==> config.mk <==
export PLATFORM = sky130hd
export DESIGN_NAME = wuf_cfg
export DESIGN_NICKNAME = d
export VERILOG_FILES = /design/src/rtl/wuf_pkg.sv /design/src/rtl/wuf_cfg.sv
export SDC_FILE = /design/constraint.sdc
export NUM_CORES = 1
export LEC_CHECK = 0
export BUFFER_PORTS_ARGS = -buffer_cell sky130_fd_sc_hd__buf_2
export CAP_MARGIN = 20
export CORE_ASPECT_RATIO = 0.9
export CORE_MARGIN = 1
export CORE_UTILIZATION = 32
export DETAILED_ROUTE_END_ITERATION = 8
export PLACE_DENSITY_LB_ADDON = 0.25
export SETUP_SLACK_MARGIN = 0.5
export SLEW_MARGIN = 20
export SYNTH_ARGS = -nofsm -noshare
export SYNTH_HDL_FRONTEND = slang
export SYNTH_SLANG_ARGS = --single-unit
==> constraint.sdc <==
create_clock -name clk -period 1 [get_ports clk]
set_input_delay 0.05 -clock clk [delete_from_list [all_inputs] [get_ports clk]]
set_output_delay 0.05 -clock clk [all_outputs]
set_load 0.01 [all_outputs]
==> src/rtl/wuf_pkg.sv <==
package wuf_pkg;

  localparam int NumElements = 1024;
  localparam int IdxW        = $clog2(NumElements);
  localparam int SizeW       = 11;
  localparam int CountW      = 11;
  localparam int CfgAddrW    = 3;
  localparam int CfgDataW    = 32;

  localparam logic [SizeW-1:0]  SizeMax    = {SizeW{1'b1}};
  localparam logic [SizeW-1:0]  SizeOne    = SizeW'(1);
  localparam logic [CountW-1:0] CountReset = CountW'(NumElements);

  // Register index of element_count in the configuration map.
  localparam logic [0:0] RegElementCount = 1'b0;

  localparam logic OpQuery = 1'b0;
  localparam logic OpJoin  = 1'b1;

  localparam logic StatusOk    = 1'b0;
  localparam logic StatusRange = 1'b1;

  typedef enum logic [3:0] {
    S_INIT,
    S_IDLE,
    S_FIND_RD,
    S_FIND_PAR,
    S_FIND_GP,
    S_SIZE_P,
    S_SIZE_Q,
    S_JOIN,
    S_DONE
  } state_t;

  typedef struct packed {
    logic            we;
    logic [IdxW-1:0] addr;
    logic [IdxW-1:0] wdata;
  } par_req_t;

  typedef struct packed {
    logic             we;
    logic [IdxW-1:0]  addr;
    logic [SizeW-1:0] wdata;
  } sz_req_t;

endpackage

==> src/rtl/wuf_cfg.sv <==
module wuf_cfg (
  input  logic                          clk,
  input  logic                          rst_n,
  input  logic                          cfg_psel,
  input  logic                          cfg_penable,
  input  logic                          cfg_pwrite,
  input  logic [wuf_pkg::CfgAddrW-1:0]  cfg_paddr,
  input  logic [wuf_pkg::CfgDataW-1:0]  cfg_pwdata,
  output logic [wuf_pkg::CfgDataW-1:0]  cfg_prdata,
  output logic                          cfg_pready,
  output logic [wuf_pkg::CountW-1:0]    element_count
);

  logic [wuf_pkg::CountW-1:0] count_r;
  logic [wuf_pkg::CountW-1:0] count_nxt;
  logic                       sel_count;

  // Registers sit on 4-byte boundaries, so bit 2 picks the register.
  assign sel_count = (cfg_paddr[2] == wuf_pkg::RegElementCount);

  always_comb begin
    count_nxt = count_r;
    if (cfg_psel && cfg_penable && cfg_pwrite && sel_count) begin
      count_nxt = cfg_pwdata[wuf_pkg::CountW-1:0];
    end
  end

  always_ff @(posedge clk) begin
    if (!rst_n) begin
      count_r <= wuf_pkg::CountReset;
    end else begin
      count_r <= count_nxt;
    end
  end

  assign cfg_pready    = 1'b1;
  assign cfg_prdata    = sel_count ?
                         {{(wuf_pkg::CfgDataW-wuf_pkg::CountW){1'b0}}, count_r} :
                         '0;
  assign element_count = count_r;

endmodule

==> results.cfg, run 1 <==
[finish]
diodes = 0
final_common_cell = buf_6
largest_reg_flops = 11
syn2layout_area_growth_pct = 74.5
nets = 177
num-fill-cells = 172
drive_above_1_share_pct = 61.0
layout_common_cells = buf_6 (34), conb_1 (22), nand2_1 (16), buf_2 (16)

[pwr]
switching_power_uw = 270
pwr-share-comb_pct = 23.3
pwr-share-seq_pct = 46.6
clockPowerShare_pct = 30.1
internal_power_uw = 713
power_density_nw_per_um2 = 797
p_leak_nw = 0.580
ir_worst_vdd_mv = 0.882
p_sw_share_pct = 27.5

[placed_design]
hpwlAfterDp_um = 1090
pre_cts_ws_ns = 0.0335
gp_congestion = 0.588
port_buffers = 38

[clock_tree]
clk_latency_ns = 0.26
clock-sinks = 11
cts_tree = done
numCtsBuffers = 3
cts_root_buffer = clkbuf_4
cts_max_level = 1
clk_pin_slew_ns = 0.07
ctsHoldBuffers = 0
cts_buffer_depth = 2

[grt]
grt_antenna_before_repair = 0
met1_usage_pct = 14.1
grt_pass1_wl_um = 2480
grt.busiest_layer = met2
first_global_vias = 575
track_usage_pct = 14.8
overflow = 0
met2_usage_pct = 28.6
grt_start_max_net_pins = 13
use_met3_pct = 7.59

[critical_path]
rr_endpoint = element_count[8]
slowest_delay_ns = 0.36
reg2reg_from = element_count[8]
cp_cell_sequence = nor2b_4, buf_6
critPathTopFamily = flip-flops
critPathKind = register to output port
startpoint_type = register
cp_slowest_cell = dfxtp_2
reg2reg_depth = 4
cp.required_ns = 0.95
worstPathArrival_ns = 0.87
path_buf_inv = 1
crit_fanout = 3
r2r_slack_ns = 0.25
crit_path_end_kind = output port

[synth]
syn_area_sq_um = 707
synth_area_per_cell_sq_um = 8.42
synth.distinct_cells = 11
synth_seq_area_share_pct = 31.2
netlist_instances = 84
synth_seq_cells = 11
ys_warn_count = 0

[status]
status = finished clean

[hold_path]
hold_class = input port to register
min-delay-start = cfg_pwdata[5]
min_delay_worst_endpoint = element_count[5]
min_path_cells = 3

[sta]
finClkSkew_ns = 0
setup_viol = 0
period_share_pct = 91.6
period_needed_ns = 0.916
setup_slack_ns = 0.0845
max_freq_ghz = 1.09
drv_slew = 0
rsz0062_at_grt = true
hold_violations = 0
tns_ns = 0

[route]
antenna_left = 0
wire_per_inst_um = 11.0
post_drt_via_cell_ratio = 4.07
drcViolationCount = 0
drt_first_pass_iters = 4
drt-initial-drc-count = 5
routed_wl_um = 1760
vias = 655

[die]
start_util_pct = 35.5
fp.dieW_um = 51.5
rows = 15
io_pins = 84
die_h_um = 46.6
fp.coreArea_sq_um = 1990
dieArea_sq_um = 2400

[run]
maxCapViolations = 0
-- power by group through the flow --
| stage | clock network [mW] | registers [mW] | logic [mW] |
|---|---|---|---|
| after global routing | 0.352 | 0.458 | 0.249 |
| final | 0.296 | 0.458 | 0.229 |
| after global placement | 0 | 0.464 | 0.170 |
| after detailed placement | 0 | 0.465 | 0.173 |
| after floorplan | 0 | 0.469 | 0.175 |
| after CTS | 0.308 | 0.457 | 0.210 |
-- per-layer routing --
metal,up-vias,part of all wire (%)
met4,0,0
met5,-,0
met1,297,38
met3,0,10
li1,320,-
met2,38,51
-- worst max path at each step --
stage                      start                end  slack [ns]  cells past startpoint
3_5_place_dp        cfg_paddr[2]   element_count[1]        0.03                      3
6_report       element_count[10]     cfg_prdata[10]        0.08                      2
4_1_cts         element_count[0]      cfg_prdata[0]        0.09                      2
2_1_floorplan       cfg_paddr[2]   element_count[0]        0.26                      3
5_1_grt         element_count[8]      cfg_prdata[8]        0.03                      2
3_3_place_gp        cfg_paddr[2]  element_count[10]        0.09                      3
-- kinds of logic after synthesis --
family        synth area share, %
buf+inv                      28.0
flops                        31.2
mux                          15.6
other cells                  1.06
simple gates                 24.2
-- metrics by stage --
stage | hold WS, ns | cell area, sq um | power [mW] | std cells | util (%)
2_1_floorplan | 0.192 | 858 | 0.644 | 104 | -
3_3_place_gp | 0.300 | 897 | 0.634 | 143 | 45.1
3_5_place_dp | 0.307 | 897 | 0.638 | 143 | 45.1
4_1_cts | 0.0109 | 1150 | 0.976 | 156 | 57.9
5_1_grt | -0.00139 | 1230 | 1.06 | 161 | 62.0
6_report | 0.0156 | 1230 | 0.983 | 161 | 62.0
-- cells in the mapped netlist --
master | count | area share [%]
dfxtp_1 | 11 | 31
conb_1 | 2 | 1.1
nand2_1 | 20 | 11
buf_12 | 1 | 2.8
and2b_1 | 1 | 1.1
and4b_4 | 1 | 1.9
nor2b_1 | 12 | 11
buf_2 | 1 | 0.71
buf_4 | 22 | 23
mux2i_1 | 11 | 16
clkbuf_1 | 2 | 1.1
-- tightest hold or removal path: cells and delay by family --
family,cells,cell delay [ns]
buffers and inverters,1,0.09
muxes,1,0.05
and+or+nand+nor,1,0.04
-- final cells by class --
class	instances	area, sq um	share of cell area (%)
Timing Repair Buffer	54	493	40.0
Multi-Input combinational cell	67	449	36.4
Sequential cell	11	234	19.0
Tap cell	25	31.3	2.54
Clock buffer	4	26.3	2.13
-- repair_timing --
| item | in CTS | in global routing |
|---|---|---|
| endpoints found under the hold margin | 0 | 1 |
| endpoints found under the setup margin | 33 | 33 |
| pin swaps | 0 | 0 |
| gates resized for setup | 37 | 11 |
| setup buffers | 9 | 5 |
Power figures use the tool's default switching activity.
==> inputs of run 2 (changes only) <==
Settings changed: CELL_PAD_IN_SITES_DETAIL_PLACEMENT from default to 1, CELL_PAD_IN_SITES_GLOBAL_PLACEMENT from default to 1, CORE_UTILIZATION 32 to 20.
==> results.cfg, run 2 (synthesized netlist as in run 1, its figures left out) <==
[sta]
max_freq_ghz = 1.14
drv_slew = 0
rsz0062_at_grt = true
finClkSkew_ns = 0
setup_viol = 0
period_share_pct = 87.5
period_needed_ns = 0.875
hold_violations = 0
tns_ns = 0

[finish]
num-fill-cells = 410
register_area_sq_um = 234
layout_common_cells = buf_6 (23), conb_1 (22), buf_2 (19)
final_common_cell = buf_6
syn2layout_area_growth_pct = 71.0
nets = 174
multi_input_area_sq_um = 460
largest_reg_flops = 11
instances_no_fill = 177
utilization_pct = 35.8
diodes = 0
drive_above_1_share_pct = 59.4
final_area_sq_um = 1210

[hold_path]
hold_class = input port to register
min_path_cells = 3

[critical_path]
cp_slowest_cell = dfxtp_2
slowest_delay_ns = 0.34
startpoint_type = register
reg2reg_depth = 4
crit_path_end_kind = output port
crit_fanout = 3
cp.required_ns = 0.95
worstPathArrival_ns = 0.82
critPathKind = register to output port
cp_num_cells = 2
critPathTopFamily = flip-flops
r2r_slack_ns = 0.26
cp_cell_sequence = nor2b_4, buf_6
path_buf_inv = 1

[clock_tree]
cts_max_level = 1
ctsHoldBuffers = 0
cts_buffer_depth = 2
cts_tree = done
clk_latency_ns = 0.23
numCtsBuffers = 3
clock-sinks = 11
clk_pin_slew_ns = 0.05
cts_root_buffer = clkbuf_8

[route]
drt-initial-drc-count = 25
antenna_left = 0
routed_wl_um = 1930
vias = 651
drt_first_pass_iters = 2
post_drt_via_cell_ratio = 3.68
drcViolationCount = 0
wire_per_inst_um = 10.9

[pwr]
p_leak_nw = 0.558
ir_worst_vdd_mv = 0.350
power_mw = 1.13
power_density_nw_per_um2 = 934

[placed_design]
port_buffers = 38
place_inst = 162
hpwlAfterDp_um = 1280
gp_congestion = 0.598
dpl_cell_area_sq_um = 921

[grt]
track_usage_pct = 10.6
grt_pass1_wl_um = 2960
grt_antenna_before_repair = 0
first_global_vias = 626
overflow = 0
grt_start_max_net_pins = 15

[run]
maxCapViolations = 0

[die]
fp.coreArea_sq_um = 3380
start_util_pct = 20.9
dieArea_sq_um = 3780
die_h_um = 58.4
io_pins = 84
fp.dieW_um = 64.7
rows = 20

[status]
status = finished clean
## run 2: where the power goes
group          switching (mW)  leakage (nW)  total (mW)  internal (mW)
Sequential            0.00733        0.0935       0.458          0.450
Combinational           0.121         0.441       0.221          0.101
Clock                   0.170        0.0228       0.450          0.280
Total                   0.298         0.558        1.13          0.831
## run 2: timing repair
| action | 4_1_cts | 5_1_grt |
|---|---|---|
| setup endpoints to repair | 33 | 33 |
| hold endpoints to repair | 0 | 0 |
| gates resized for setup | 27 | 10 |
| buffers inserted | 3 | 7 |
| gates cloned | 1 | 0 |
## run 2: layout make-up
class,count,share of cell area (%)
clock buffer,4,3.73
timing repair buffer,50,34.3
multi-input combinational,68,38.1
sequential,11,19.4
tap,44,4.55
## run 2: stage by stage
step / hold slack, ns / worst slack (ns)
floorplan: 0.192 / 0.257
global placement: 0.299 / 0.0748
detailed placement: 0.310 / 0.0369
CTS: 0.0441 / 0.121
global route: 0.0563 / 0.0866
finish: 0.0508 / 0.125
## run 2: per-layer routing
layer | wire length (um) | GRT usage, %
met4 | 0 | 4.76
met2 | 986 | 18.9
met5 | 0 | 0
met1 | 776 | 11.8
met3 | 171 | 2.71
## run 2: final timing paths
kind                    startpoint               end
setup / recovery  element_count[5]     cfg_prdata[5]
hold / removal       cfg_pwdata[3]  element_count[3]
setup reg to reg  element_count[8]  element_count[8]
hold reg to reg   element_count[1]  element_count[1]
## run 2: tightest hold or removal path: stages
cell and delay (ns):
buf_2 0.10, nand2_1 0.04, mux2i_1 0.05
