[config.mk]
export PLATFORM = sky130hd
export DESIGN_NAME = wuf_engine_flat
export DESIGN_NICKNAME = d
export VERILOG_FILES = /design/src/rtl/wuf_pkg.sv /design/src/rtl/wuf_in_if.sv /design/src/rtl/wuf_out_if.sv /design/src/rtl/wuf_engine.sv /design/src/flat_wrapper.sv
export SDC_FILE = /design/constraint.sdc
export NUM_CORES = 1
export LEC_CHECK = 0
export BUFFER_PORTS_ARGS = -buffer_cell sky130_fd_sc_hd__buf_4
export CAP_MARGIN = 25
export CORE_MARGIN = 2
export CORE_UTILIZATION = 46
export CTS_BUF_LIST = sky130_fd_sc_hd__clkbuf_8
export CTS_CLUSTER_SIZE = 40
export DETAILED_ROUTE_END_ITERATION = 16
export HOLD_SLACK_MARGIN = 0.06
export PLACE_DENSITY = 0.68
export SYNTH_ARGS = -nofsm -noshare
export SYNTH_HDL_FRONTEND = slang
export SYNTH_SLANG_ARGS = --single-unit
[constraint.sdc]
create_clock -name clk -period 3.9 [get_ports clk]
set_input_delay 0.78 -clock clk [delete_from_list [all_inputs] [get_ports clk]]
set_output_delay 0.78 -clock clk [all_outputs]
set_load 0.01 [all_outputs]
[src/rtl/wuf_pkg.sv]
package wuf_pkg;

  localparam int NumElements = 1024;
  localparam int IdxW        = $clog2(NumElements);
  localparam int SizeW       = 11;
  localparam int CountW      = 11;
  localparam int CfgAddrW    = 3;
  localparam int CfgDataW    = 32;

  localparam logic [SizeW-1:0]  SizeMax    = {SizeW{1'b1}};
  localparam logic [SizeW-1:0]  SizeOne    = SizeW'(1);
  localparam logic [CountW-1:0] CountReset = CountW'(NumElements);

  // Register index of element_count in the configuration map.
  localparam logic [0:0] RegElementCount = 1'b0;

  localparam logic OpQuery = 1'b0;
  localparam logic OpJoin  = 1'b1;

  localparam logic StatusOk    = 1'b0;
  localparam logic StatusRange = 1'b1;

  typedef enum logic [3:0] {
    S_INIT,
    S_IDLE,
    S_FIND_RD,
    S_FIND_PAR,
    S_FIND_GP,
    S_SIZE_P,
    S_SIZE_Q,
    S_JOIN,
    S_DONE
  } state_t;

  typedef struct packed {
    logic            we;
    logic [IdxW-1:0] addr;
    logic [IdxW-1:0] wdata;
  } par_req_t;

  typedef struct packed {
    logic             we;
    logic [IdxW-1:0]  addr;
    logic [SizeW-1:0] wdata;
  } sz_req_t;

endpackage

[src/rtl/wuf_in_if.sv]
interface wuf_in_if;
  logic                      valid;
  logic                      ready;
  logic                      operation;
  logic [wuf_pkg::IdxW-1:0]  first_index;
  logic [wuf_pkg::IdxW-1:0]  second_index;

  modport source (output valid, operation, first_index, second_index, input ready);
  modport sink   (input valid, operation, first_index, second_index, output ready);
endinterface

[src/rtl/wuf_out_if.sv]
interface wuf_out_if;
  logic                      valid;
  logic                      ready;
  logic                      status;
  logic                      already_connected;
  logic [wuf_pkg::IdxW-1:0]  first_root;
  logic [wuf_pkg::IdxW-1:0]  second_root;

  modport source (output valid, status, already_connected, first_root, second_root,
                  input ready);
  modport sink   (input valid, status, already_connected, first_root, second_root,
                  output ready);
endinterface

[src/rtl/wuf_engine.sv]
module wuf_engine (
  input  logic                          clk,
  input  logic                          rst_n,
  input  logic [wuf_pkg::CountW-1:0]    element_count,
  wuf_in_if.sink                        in_ch,
  wuf_out_if.source                     out_ch,
  output wuf_pkg::par_req_t             par_req,
  input  logic [wuf_pkg::IdxW-1:0]      par_rdata,
  output wuf_pkg::sz_req_t              sz_req,
  input  logic [wuf_pkg::SizeW-1:0]     sz_rdata
);

  wuf_pkg::state_t state_r, state_nxt;

  logic [wuf_pkg::IdxW-1:0]  init_cnt_r, init_cnt_nxt;
  logic                      op_r, op_nxt;
  logic [wuf_pkg::IdxW-1:0]  q_r, q_nxt;
  logic [wuf_pkg::IdxW-1:0]  node_r, node_nxt;
  logic                      which_r, which_nxt;
  logic [wuf_pkg::IdxW-1:0]  rp_r, rp_nxt;
  logic [wuf_pkg::IdxW-1:0]  rq_r, rq_nxt;
  logic [wuf_pkg::SizeW-1:0] sp_r, sp_nxt;
  logic                      status_r, status_nxt;

  logic                      out_valid_r, out_valid_nxt;
  logic                      o_status_r, o_status_nxt;
  logic                      o_conn_r, o_conn_nxt;
  logic [wuf_pkg::IdxW-1:0]  o_rp_r, o_rp_nxt;
  logic [wuf_pkg::IdxW-1:0]  o_rq_r, o_rq_nxt;

  logic                      accept;
  logic                      out_range;
  logic [wuf_pkg::SizeW:0]   size_sum;
  logic [wuf_pkg::SizeW-1:0] size_sat;

  assign accept    = in_ch.valid && in_ch.ready;
  assign out_range = ({1'b0, in_ch.first_index}  >= element_count) ||
                     ({1'b0, in_ch.second_index} >= element_count);
  assign size_sum  = {1'b0, sp_r} + {1'b0, sz_rdata};
  assign size_sat  = size_sum[wuf_pkg::SizeW] ? wuf_pkg::SizeMax :
                     size_sum[wuf_pkg::SizeW-1:0];

  always_comb begin
    state_nxt     = state_r;
    init_cnt_nxt  = init_cnt_r;
    op_nxt        = op_r;
    q_nxt         = q_r;
    node_nxt      = node_r;
    which_nxt     = which_r;
    rp_nxt        = rp_r;
    rq_nxt        = rq_r;
    sp_nxt        = sp_r;
    status_nxt    = status_r;
    o_status_nxt  = o_status_r;
    o_conn_nxt    = o_conn_r;
    o_rp_nxt      = o_rp_r;
    o_rq_nxt      = o_rq_r;
    out_valid_nxt = out_valid_r && !out_ch.ready;
    par_req       = '{we: 1'b0, addr: node_r, wdata: '0};
    sz_req        = '{we: 1'b0, addr: rp_r, wdata: '0};
    in_ch.ready   = 1'b0;

    case (state_r)
      wuf_pkg::S_INIT: begin
        // One entry of each table per cycle: every node its own root, size one.
        par_req = '{we: 1'b1, addr: init_cnt_r, wdata: init_cnt_r};
        sz_req  = '{we: 1'b1, addr: init_cnt_r, wdata: wuf_pkg::SizeOne};
        init_cnt_nxt = init_cnt_r + 1'b1;
        if (init_cnt_r == wuf_pkg::IdxW'(wuf_pkg::NumElements - 1)) begin
          state_nxt = wuf_pkg::S_IDLE;
        end
      end
      wuf_pkg::S_IDLE: begin
        in_ch.ready = 1'b1;
        if (accept) begin
          op_nxt    = in_ch.operation;
          q_nxt     = in_ch.second_index;
          node_nxt  = in_ch.first_index;
          which_nxt = 1'b0;
          if (out_range) begin
            status_nxt = wuf_pkg::StatusRange;
            rp_nxt     = '0;
            rq_nxt     = '0;
            state_nxt  = wuf_pkg::S_DONE;
          end else begin
            status_nxt = wuf_pkg::StatusOk;
            state_nxt  = wuf_pkg::S_FIND_RD;
          end
        end
      end
      wuf_pkg::S_FIND_RD: begin
        par_req.addr = node_r;
        state_nxt    = wuf_pkg::S_FIND_PAR;
      end
      wuf_pkg::S_FIND_PAR: begin
        if (par_rdata == node_r) begin
          if (!which_r) begin
            rp_nxt    = node_r;
            node_nxt  = q_r;
            which_nxt = 1'b1;
            state_nxt = wuf_pkg::S_FIND_RD;
          end else begin
            rq_nxt = node_r;
            if (op_r == wuf_pkg::OpJoin && rp_r != node_r) begin
              state_nxt = wuf_pkg::S_SIZE_P;
            end else begin
              state_nxt = wuf_pkg::S_DONE;
            end
          end
        end else begin
          // Fetch the grandparent; node_r keeps the address to relink.
          par_req.addr = par_rdata;
          state_nxt    = wuf_pkg::S_FIND_GP;
        end
      end
      wuf_pkg::S_FIND_GP: begin
        // Path halving: hang the node under its grandparent and move there.
        par_req   = '{we: 1'b1, addr: node_r, wdata: par_rdata};
        node_nxt  = par_rdata;
        state_nxt = wuf_pkg::S_FIND_RD;
      end
      wuf_pkg::S_SIZE_P: begin
        sz_req.addr = rp_r;
        state_nxt   = wuf_pkg::S_SIZE_Q;
      end
      wuf_pkg::S_SIZE_Q: begin
        sp_nxt      = sz_rdata;
        sz_req.addr = rq_r;
        state_nxt   = wuf_pkg::S_JOIN;
      end
      wuf_pkg::S_JOIN: begin
        if (sp_r < sz_rdata) begin
          par_req = '{we: 1'b1, addr: rp_r, wdata: rq_r};
          sz_req  = '{we: 1'b1, addr: rq_r, wdata: size_sat};
        end else begin
          par_req = '{we: 1'b1, addr: rq_r, wdata: rp_r};
          sz_req  = '{we: 1'b1, addr: rp_r, wdata: size_sat};
        end
        state_nxt = wuf_pkg::S_DONE;
      end
      wuf_pkg::S_DONE: begin
        if (!out_valid_r || out_ch.ready) begin
          out_valid_nxt = 1'b1;
          o_status_nxt  = status_r;
          o_conn_nxt    = (status_r == wuf_pkg::StatusOk) && (rp_r == rq_r);
          o_rp_nxt      = rp_r;
          o_rq_nxt      = rq_r;
          state_nxt     = wuf_pkg::S_IDLE;
        end
      end
      default: begin
        state_nxt = wuf_pkg::S_IDLE;
      end
    endcase
  end

  always_ff @(posedge clk) begin
    if (!rst_n) begin
      state_r     <= wuf_pkg::S_INIT;
      init_cnt_r  <= '0;
      out_valid_r <= 1'b0;
    end else begin
      state_r     <= state_nxt;
      init_cnt_r  <= init_cnt_nxt;
      out_valid_r <= out_valid_nxt;
    end
  end

  always_ff @(posedge clk) begin
    op_r       <= op_nxt;
    q_r        <= q_nxt;
    node_r     <= node_nxt;
    which_r    <= which_nxt;
    rp_r       <= rp_nxt;
    rq_r       <= rq_nxt;
    sp_r       <= sp_nxt;
    status_r   <= status_nxt;
    o_status_r <= o_status_nxt;
    o_conn_r   <= o_conn_nxt;
    o_rp_r     <= o_rp_nxt;
    o_rq_r     <= o_rq_nxt;
  end

  assign out_ch.valid             = out_valid_r;
  assign out_ch.status            = o_status_r;
  assign out_ch.already_connected = o_conn_r;
  assign out_ch.first_root        = o_rp_r;
  assign out_ch.second_root       = o_rq_r;

endmodule
[src/flat_wrapper.sv]
// flat-port wrapper written by rule: the top's interface ports become plain ports
module wuf_engine_flat 
  (clk, rst_n, element_count, par_req, par_rdata, sz_req, sz_rdata, in_ch_valid, in_ch_operation, in_ch_first_index, in_ch_second_index, in_ch_ready, out_ch_valid, out_ch_status, out_ch_already_connected, out_ch_first_root, out_ch_second_root, out_ch_ready);
  wuf_in_if in_ch_i ();
  wuf_out_if out_ch_i ();
  input  logic clk;
  input  logic rst_n;
  input  logic [wuf_pkg::CountW-1:0] element_count;
  output wuf_pkg::par_req_t par_req;
  input  logic [wuf_pkg::IdxW-1:0] par_rdata;
  output wuf_pkg::sz_req_t sz_req;
  input  logic [wuf_pkg::SizeW-1:0] sz_rdata;
  input wire logic [$bits(in_ch_i.valid)-1:0] in_ch_valid;
  input wire logic [$bits(in_ch_i.operation)-1:0] in_ch_operation;
  input wire logic [$bits(in_ch_i.first_index)-1:0] in_ch_first_index;
  input wire logic [$bits(in_ch_i.second_index)-1:0] in_ch_second_index;
  output wire logic [$bits(in_ch_i.ready)-1:0] in_ch_ready;
  output wire logic [$bits(out_ch_i.valid)-1:0] out_ch_valid;
  output wire logic [$bits(out_ch_i.status)-1:0] out_ch_status;
  output wire logic [$bits(out_ch_i.already_connected)-1:0] out_ch_already_connected;
  output wire logic [$bits(out_ch_i.first_root)-1:0] out_ch_first_root;
  output wire logic [$bits(out_ch_i.second_root)-1:0] out_ch_second_root;
  input wire logic [$bits(out_ch_i.ready)-1:0] out_ch_ready;
  assign in_ch_i.valid = in_ch_valid;
  assign in_ch_i.operation = in_ch_operation;
  assign in_ch_i.first_index = in_ch_first_index;
  assign in_ch_i.second_index = in_ch_second_index;
  assign in_ch_ready = in_ch_i.ready;
  assign out_ch_valid = out_ch_i.valid;
  assign out_ch_status = out_ch_i.status;
  assign out_ch_already_connected = out_ch_i.already_connected;
  assign out_ch_first_root = out_ch_i.first_root;
  assign out_ch_second_root = out_ch_i.second_root;
  assign out_ch_i.ready = out_ch_ready;
  wuf_engine u_core (.clk(clk), .rst_n(rst_n), .element_count(element_count), .in_ch(in_ch_i), .out_ch(out_ch_i), .par_req(par_req), .par_rdata(par_rdata), .sz_req(sz_req), .sz_rdata(sz_rdata));
endmodule
==> summary.log <==
[power_and_ir_drop] Clock Power Share 33.6%
[routing] Post-route DRC 0
[logic_synthesis] synthesis-stage register bit count 91
[floorplanning] Top-Level Pins 124
[routing] Detail Route Antenna Nets 0
[finish] area taken by flip-flops and latches 0.00258 mm²
[clocking] number of buffers on the longest clock path 2
[critical_path] Worst Setup SP sz_rdata[4]
[power_and_ir_drop] cell leakage power 0.00312 µW
[critical_path] maximum single-stage delay on the critical path 0.49 ns
[finish] cell area after layout 0.00709 mm²
[global_route] antenna violations before repair 0
[logic_synthesis] Simple-Gate Fraction of Synth Area 14.7%
[global_route] wire length of the first global-routing pass 23700 µm
[timing] count of endpoints failing hold in the final timing report 0
[clocking] # Post-CTS Setup Buffers 0
[critical_path] end point of the critical path sz_req[0]
[routing] detail-routed net length per standard cell 17.9 µm
[critical_path] Worst Path Max Fanout 10
[power_and_ir_drop] maximum vdd drop 0.163 mV
[logic_synthesis] Async S/R FF share, synth 0%
[clocking] number of clock sinks seen by CTS 91
[logic_synthesis] combinational family with the most area after synthesis compound AO/OA/AOI/OAI gates
[routing] Final Routed Wirelength 15300 µm
[clocking] cts hold-fix bufs 0
[critical_path] CP endpoint kind output port
[clocking] clk slew on worst S/H paths 0.08 ns
[logic_synthesis] xor-xnor portion of the synthesized cell area 7.00%
[power_and_ir_drop] power per standard cell area 271 mW/mm²
[critical_path] Crit Reg-Reg Endpoint u_core.rp_r[5]$_DFFE_PP_
[placement] detailed placement HPWL 11500 µm
[floorplanning] FP Rows 40
[global_route] via count of the first global-routing pass 4698
[critical_path] worst path cell trace buf_4 -> inv_1 -> ha_1 -> nor2b_1 -> or4_1 -> o211ai_1 -> nand2_1 -> a221oi_4 -> a31oi_1 -> buf_4
[timing] RSZ-0062 raised after global routing false
[critical_path] kind of launch point of the worst setup path input pin
[power_and_ir_drop] Switching Power 470 µW
[power_and_ir_drop] Logic pwr share 11.7%
[power_and_ir_drop] proportion of power drawn by flip-flops and latches 54.7%
[logic_synthesis] Mapped Cells 559
[routing] routed vias/inst 5.66
[critical_path] startpoint of the worst register-to-register path u_core.state_r[1]$_SDFFE_PN0P_
[logic_synthesis] post-synthesis instance area 0.00575 mm²
[logic_synthesis] synthesized-area fraction occupied by ao, oa, aoi and oai cells 16.9%
[finish] antenna diode count 0
[logic_synthesis] number of synthesized flops with an enable pin 76
[floorplanning] area of the die 0.0134 mm²
[logic_synthesis] primary flip-flop cell chosen by synthesis mapping sky130_fd_sc_hd__edfxtp_1
[clocking] worst-skew pair later-pin latency 0.36 ns
[logic_synthesis] mean instance size in the synthesized netlist 10.3 µm²
[global_route] total overflow reported by the global router 0
[finish] final net count 781
[logic_synthesis] mux contribution to synthesized area 2.74%
[placement] weighted congestion at the end of routability-driven global placement 0.837
[clocking] post-cts repair resize count 0
[floorplanning] DIE WIDTH 116 µm
[floorplanning] core footprint 0.0121 mm²
[clocking] clock buffers created by TritonCTS 9
[logic_synthesis] sequential-to-total area share from yosys stat 44.9%
[critical_path] cell mode on critical path sky130_fd_sc_hd__buf_4
[finish] fillers 1050
[timing] final count of pins violating max slew 0
[finish] share of post-route cells with drive strength above 1 23.8%
[timing] final worst path period need 3.71 ns
[timing] slew of the pin with the lowest slew margin 0.833 ns
[timing] Setup-failing EPs final 0
[floorplanning] effective utilization at floorplan 47.5%
[hold_path] Hold Crit Class flop to flop
[routing] count of routing violations after the opening detailed-route iteration 616
[logic_synthesis] total of warnings raised by yosys 0
[placement] number of port buffers 123
[critical_path] cell at the slowest stage of the critical path sky130_fd_sc_hd__a221oi_4
[critical_path] required time of the critical path 3.12 ns
[job] number of maximum-capacitance constraint violations 0
[critical_path] critical path data arrival time 2.93 ns
[timing] Max Clock Skew 0.0108 ns
[power_and_ir_drop] internal cell power 1450 µW
[timing] highest clock rate 0.270 GHz
[clocking] cell at the root of the clock tree sky130_fd_sc_hd__clkbuf_8
[timing] period utilisation layout 95.1%
[timing] Slew HR 43.7%
[finish] synthesis-to-layout area growth 23.2%
[finish] area taken by multi-input logic gates 0.00295 mm²
[logic_synthesis] Netlist cell types 55
[logic_synthesis] total nets after synthesis 660
[critical_path] setup slack of the worst register-to-register path 1.40 ns
[placement] Placement Cell Area 0.00689 mm²
[critical_path] crit path kind input pin to output port
[routing] first-pass detailed-route iteration total 6
[power_and_ir_drop] switching part of the total power 24.4%
[routing] total number of vias 4827
[global_route] maximum number of pins on one net before global-route repair 39
[clocking] clock tree from TritonCTS done
[global_route] All-Layer GR Usage 23.1%
[critical_path] cells on worst reg2reg path 8
[clocking] CTS H-tree lvls 3
[timing] accumulated negative setup slack 0 ns
[status] outcome finished, final reports clean
[logic_synthesis] Adder-Cell Fraction of Synth Area 9.70%
[floorplanning] Chip Height 116 µm
==> how the worst min path moves through the flow <==
stage	start	to	slack, ns	cells past startpoint
floorplan	u_core.status_r$_DFFE_PP_	u_core.out_ch.status$_DFFE_PP_	0.43	0
global placement	u_core.rq_r[5]$_DFFE_PP_	u_core.out_ch.second_root[5]$_DFFE_PP_	0.51	0
detailed placement	u_core.rq_r[5]$_DFFE_PP_	u_core.out_ch.second_root[5]$_DFFE_PP_	0.51	0
CTS	u_core.rq_r[5]$_DFFE_PP_	u_core.out_ch.second_root[5]$_DFFE_PP_	0.53	0
global route	u_core.rq_r[5]$_DFFE_PP_	u_core.out_ch.second_root[5]$_DFFE_PP_	0.55	0
finish	u_core.rq_r[5]$_DFFE_PP_	u_core.out_ch.second_root[5]$_DFFE_PP_	0.53	0
==> cells by family (layout without fill, tap and decap cells) <==
| logic type | count (synthesis) | in the layout |
|---|---|---|
| buf+inv | 59 | 185 |
| flops | 91 | 91 |
| xor+xnor | 46 | 46 |
| fa+ha+maj | 44 | 44 |
| compound gates | 131 | 131 |
| simple gates | 173 | 173 |
| mux | 15 | 15 |
==> power groups by stage <==
stage / registers [µW] / clock network [µW] / logic [µW]
5_1_grt: 1050 / 696 / 251
3_3_place_gp: 1070 / 0 / 214
6_report: 1050 / 646 / 226
2_1_floorplan: 1070 / 0 / 122
4_1_cts: 1050 / 658 / 225
3_5_place_dp: 1070 / 0 / 224
==> routing by layer <==
| layer | vias to the layer above | part of all wire, % | GRT usage, % |
|---|---|---|---|
| met3 | 21 | 7.0 | 3.92 |
| li1 | 2313 | - | - |
| met5 | - | 0 | 0 |
| met1 | 2301 | 43 | 30.6 |
| met4 | 0 | 1.6 | 8.10 |
| met2 | 192 | 48 | 38.6 |
==> synth_stat cells (8+ instances only) <==
library cell	count	share of area, %
sky130_fd_sc_hd__a21oi_1	27	2.3
sky130_fd_sc_hd__a222oi_1	16	2.8
sky130_fd_sc_hd__a22oi_1	20	2.6
sky130_fd_sc_hd__and2_1	21	2.3
sky130_fd_sc_hd__clkbuf_1	18	1.2
sky130_fd_sc_hd__dfxtp_1	15	5.2
sky130_fd_sc_hd__edfxtp_1	76	40
sky130_fd_sc_hd__ha_1	43	9.4
sky130_fd_sc_hd__inv_1	35	2.3
sky130_fd_sc_hd__mux2i_1	9	1.6
sky130_fd_sc_hd__nand2_1	66	4.3
sky130_fd_sc_hd__nand2b_1	8	0.87
sky130_fd_sc_hd__nand3_1	15	1.3
sky130_fd_sc_hd__nor2_1	24	1.6
sky130_fd_sc_hd__o211ai_1	9	1.2
sky130_fd_sc_hd__o21ai_0	8	0.70
sky130_fd_sc_hd__o21ai_1	8	0.70
sky130_fd_sc_hd__xnor2_1	20	3.0
sky130_fd_sc_hd__xor2_1	26	4.0
==> flip-flops by register name (all words and copies together), names as in the netlist <==
signal,cells
u_core.init_cnt_r,10
u_core.node_r,10
u_core.op_r,1
u_core.out_ch.already_connected,1
u_core.out_ch.first_root,10
u_core.out_ch.second_root,10
u_core.out_ch.status,1
u_core.out_ch.valid,1
u_core.q_r,10
u_core.rp_r,10
u_core.rq_r,10
u_core.sp_r,11
u_core.state_r,4
u_core.status_r,1
u_core.which_r,1
==> worst max-delay path, delay by kind of cell <==
| kind | cells | cell delay [ns] |
|---|---|---|
| compound gates | 3 | 0.85 |
| fa+ha+maj | 1 | 0.35 |
| buf+inv | 3 | 0.30 |
| simple gates | 3 | 0.64 |
==> placed cells by master, fill, tap and decap left out, types with 7 or more instances in the layout <==
master                     instances
sky130_fd_sc_hd__nand3_1          15
sky130_fd_sc_hd__o211ai_1          9
sky130_fd_sc_hd__mux2i_1           9
sky130_fd_sc_hd__inv_1            36
sky130_fd_sc_hd__a21oi_1          27
sky130_fd_sc_hd__o21ai_1           8
sky130_fd_sc_hd__nor2_1           24
sky130_fd_sc_hd__edfxtp_1         76
sky130_fd_sc_hd__xnor2_1          20
sky130_fd_sc_hd__nand2_1          66
sky130_fd_sc_hd__nand4_1           7
sky130_fd_sc_hd__a222oi_1         16
sky130_fd_sc_hd__and2_1           21
sky130_fd_sc_hd__buf_4           133
sky130_fd_sc_hd__o21ai_0           8
sky130_fd_sc_hd__xor2_1           26
sky130_fd_sc_hd__a22oi_1          20
sky130_fd_sc_hd__ha_1             43
sky130_fd_sc_hd__nand2b_1          8
sky130_fd_sc_hd__dfxtp_1          15
sky130_fd_sc_hd__clkbuf_8          9
==> cell type report <==
class / count / share of cell area, %
multi-input combinational: 409 / 41.6
clock buffer: 9 / 1.75
clock inverter: 7 / 0.971
tap: 168 / 2.97
timing repair buffer: 134 / 14.4
sequential: 91 / 36.4
inverter: 35 / 1.85
==> per-stage QoR <==
stage	hold slack (ns)	utilization (%)	power, µW	worst slack (ns)	std cells
2_1_floorplan	0.427	-	1190	0.520	559
3_3_place_gp	0.511	56.9	1290	0.235	837
3_5_place_dp	0.512	56.9	1300	0.204	837
4_1_cts	0.532	58.5	1930	0.208	853
5_1_grt	0.553	58.5	2000	0.0134	853
6_report	0.532	58.5	1920	0.192	853
Note: power is estimated with default switching activity, not from simulation.
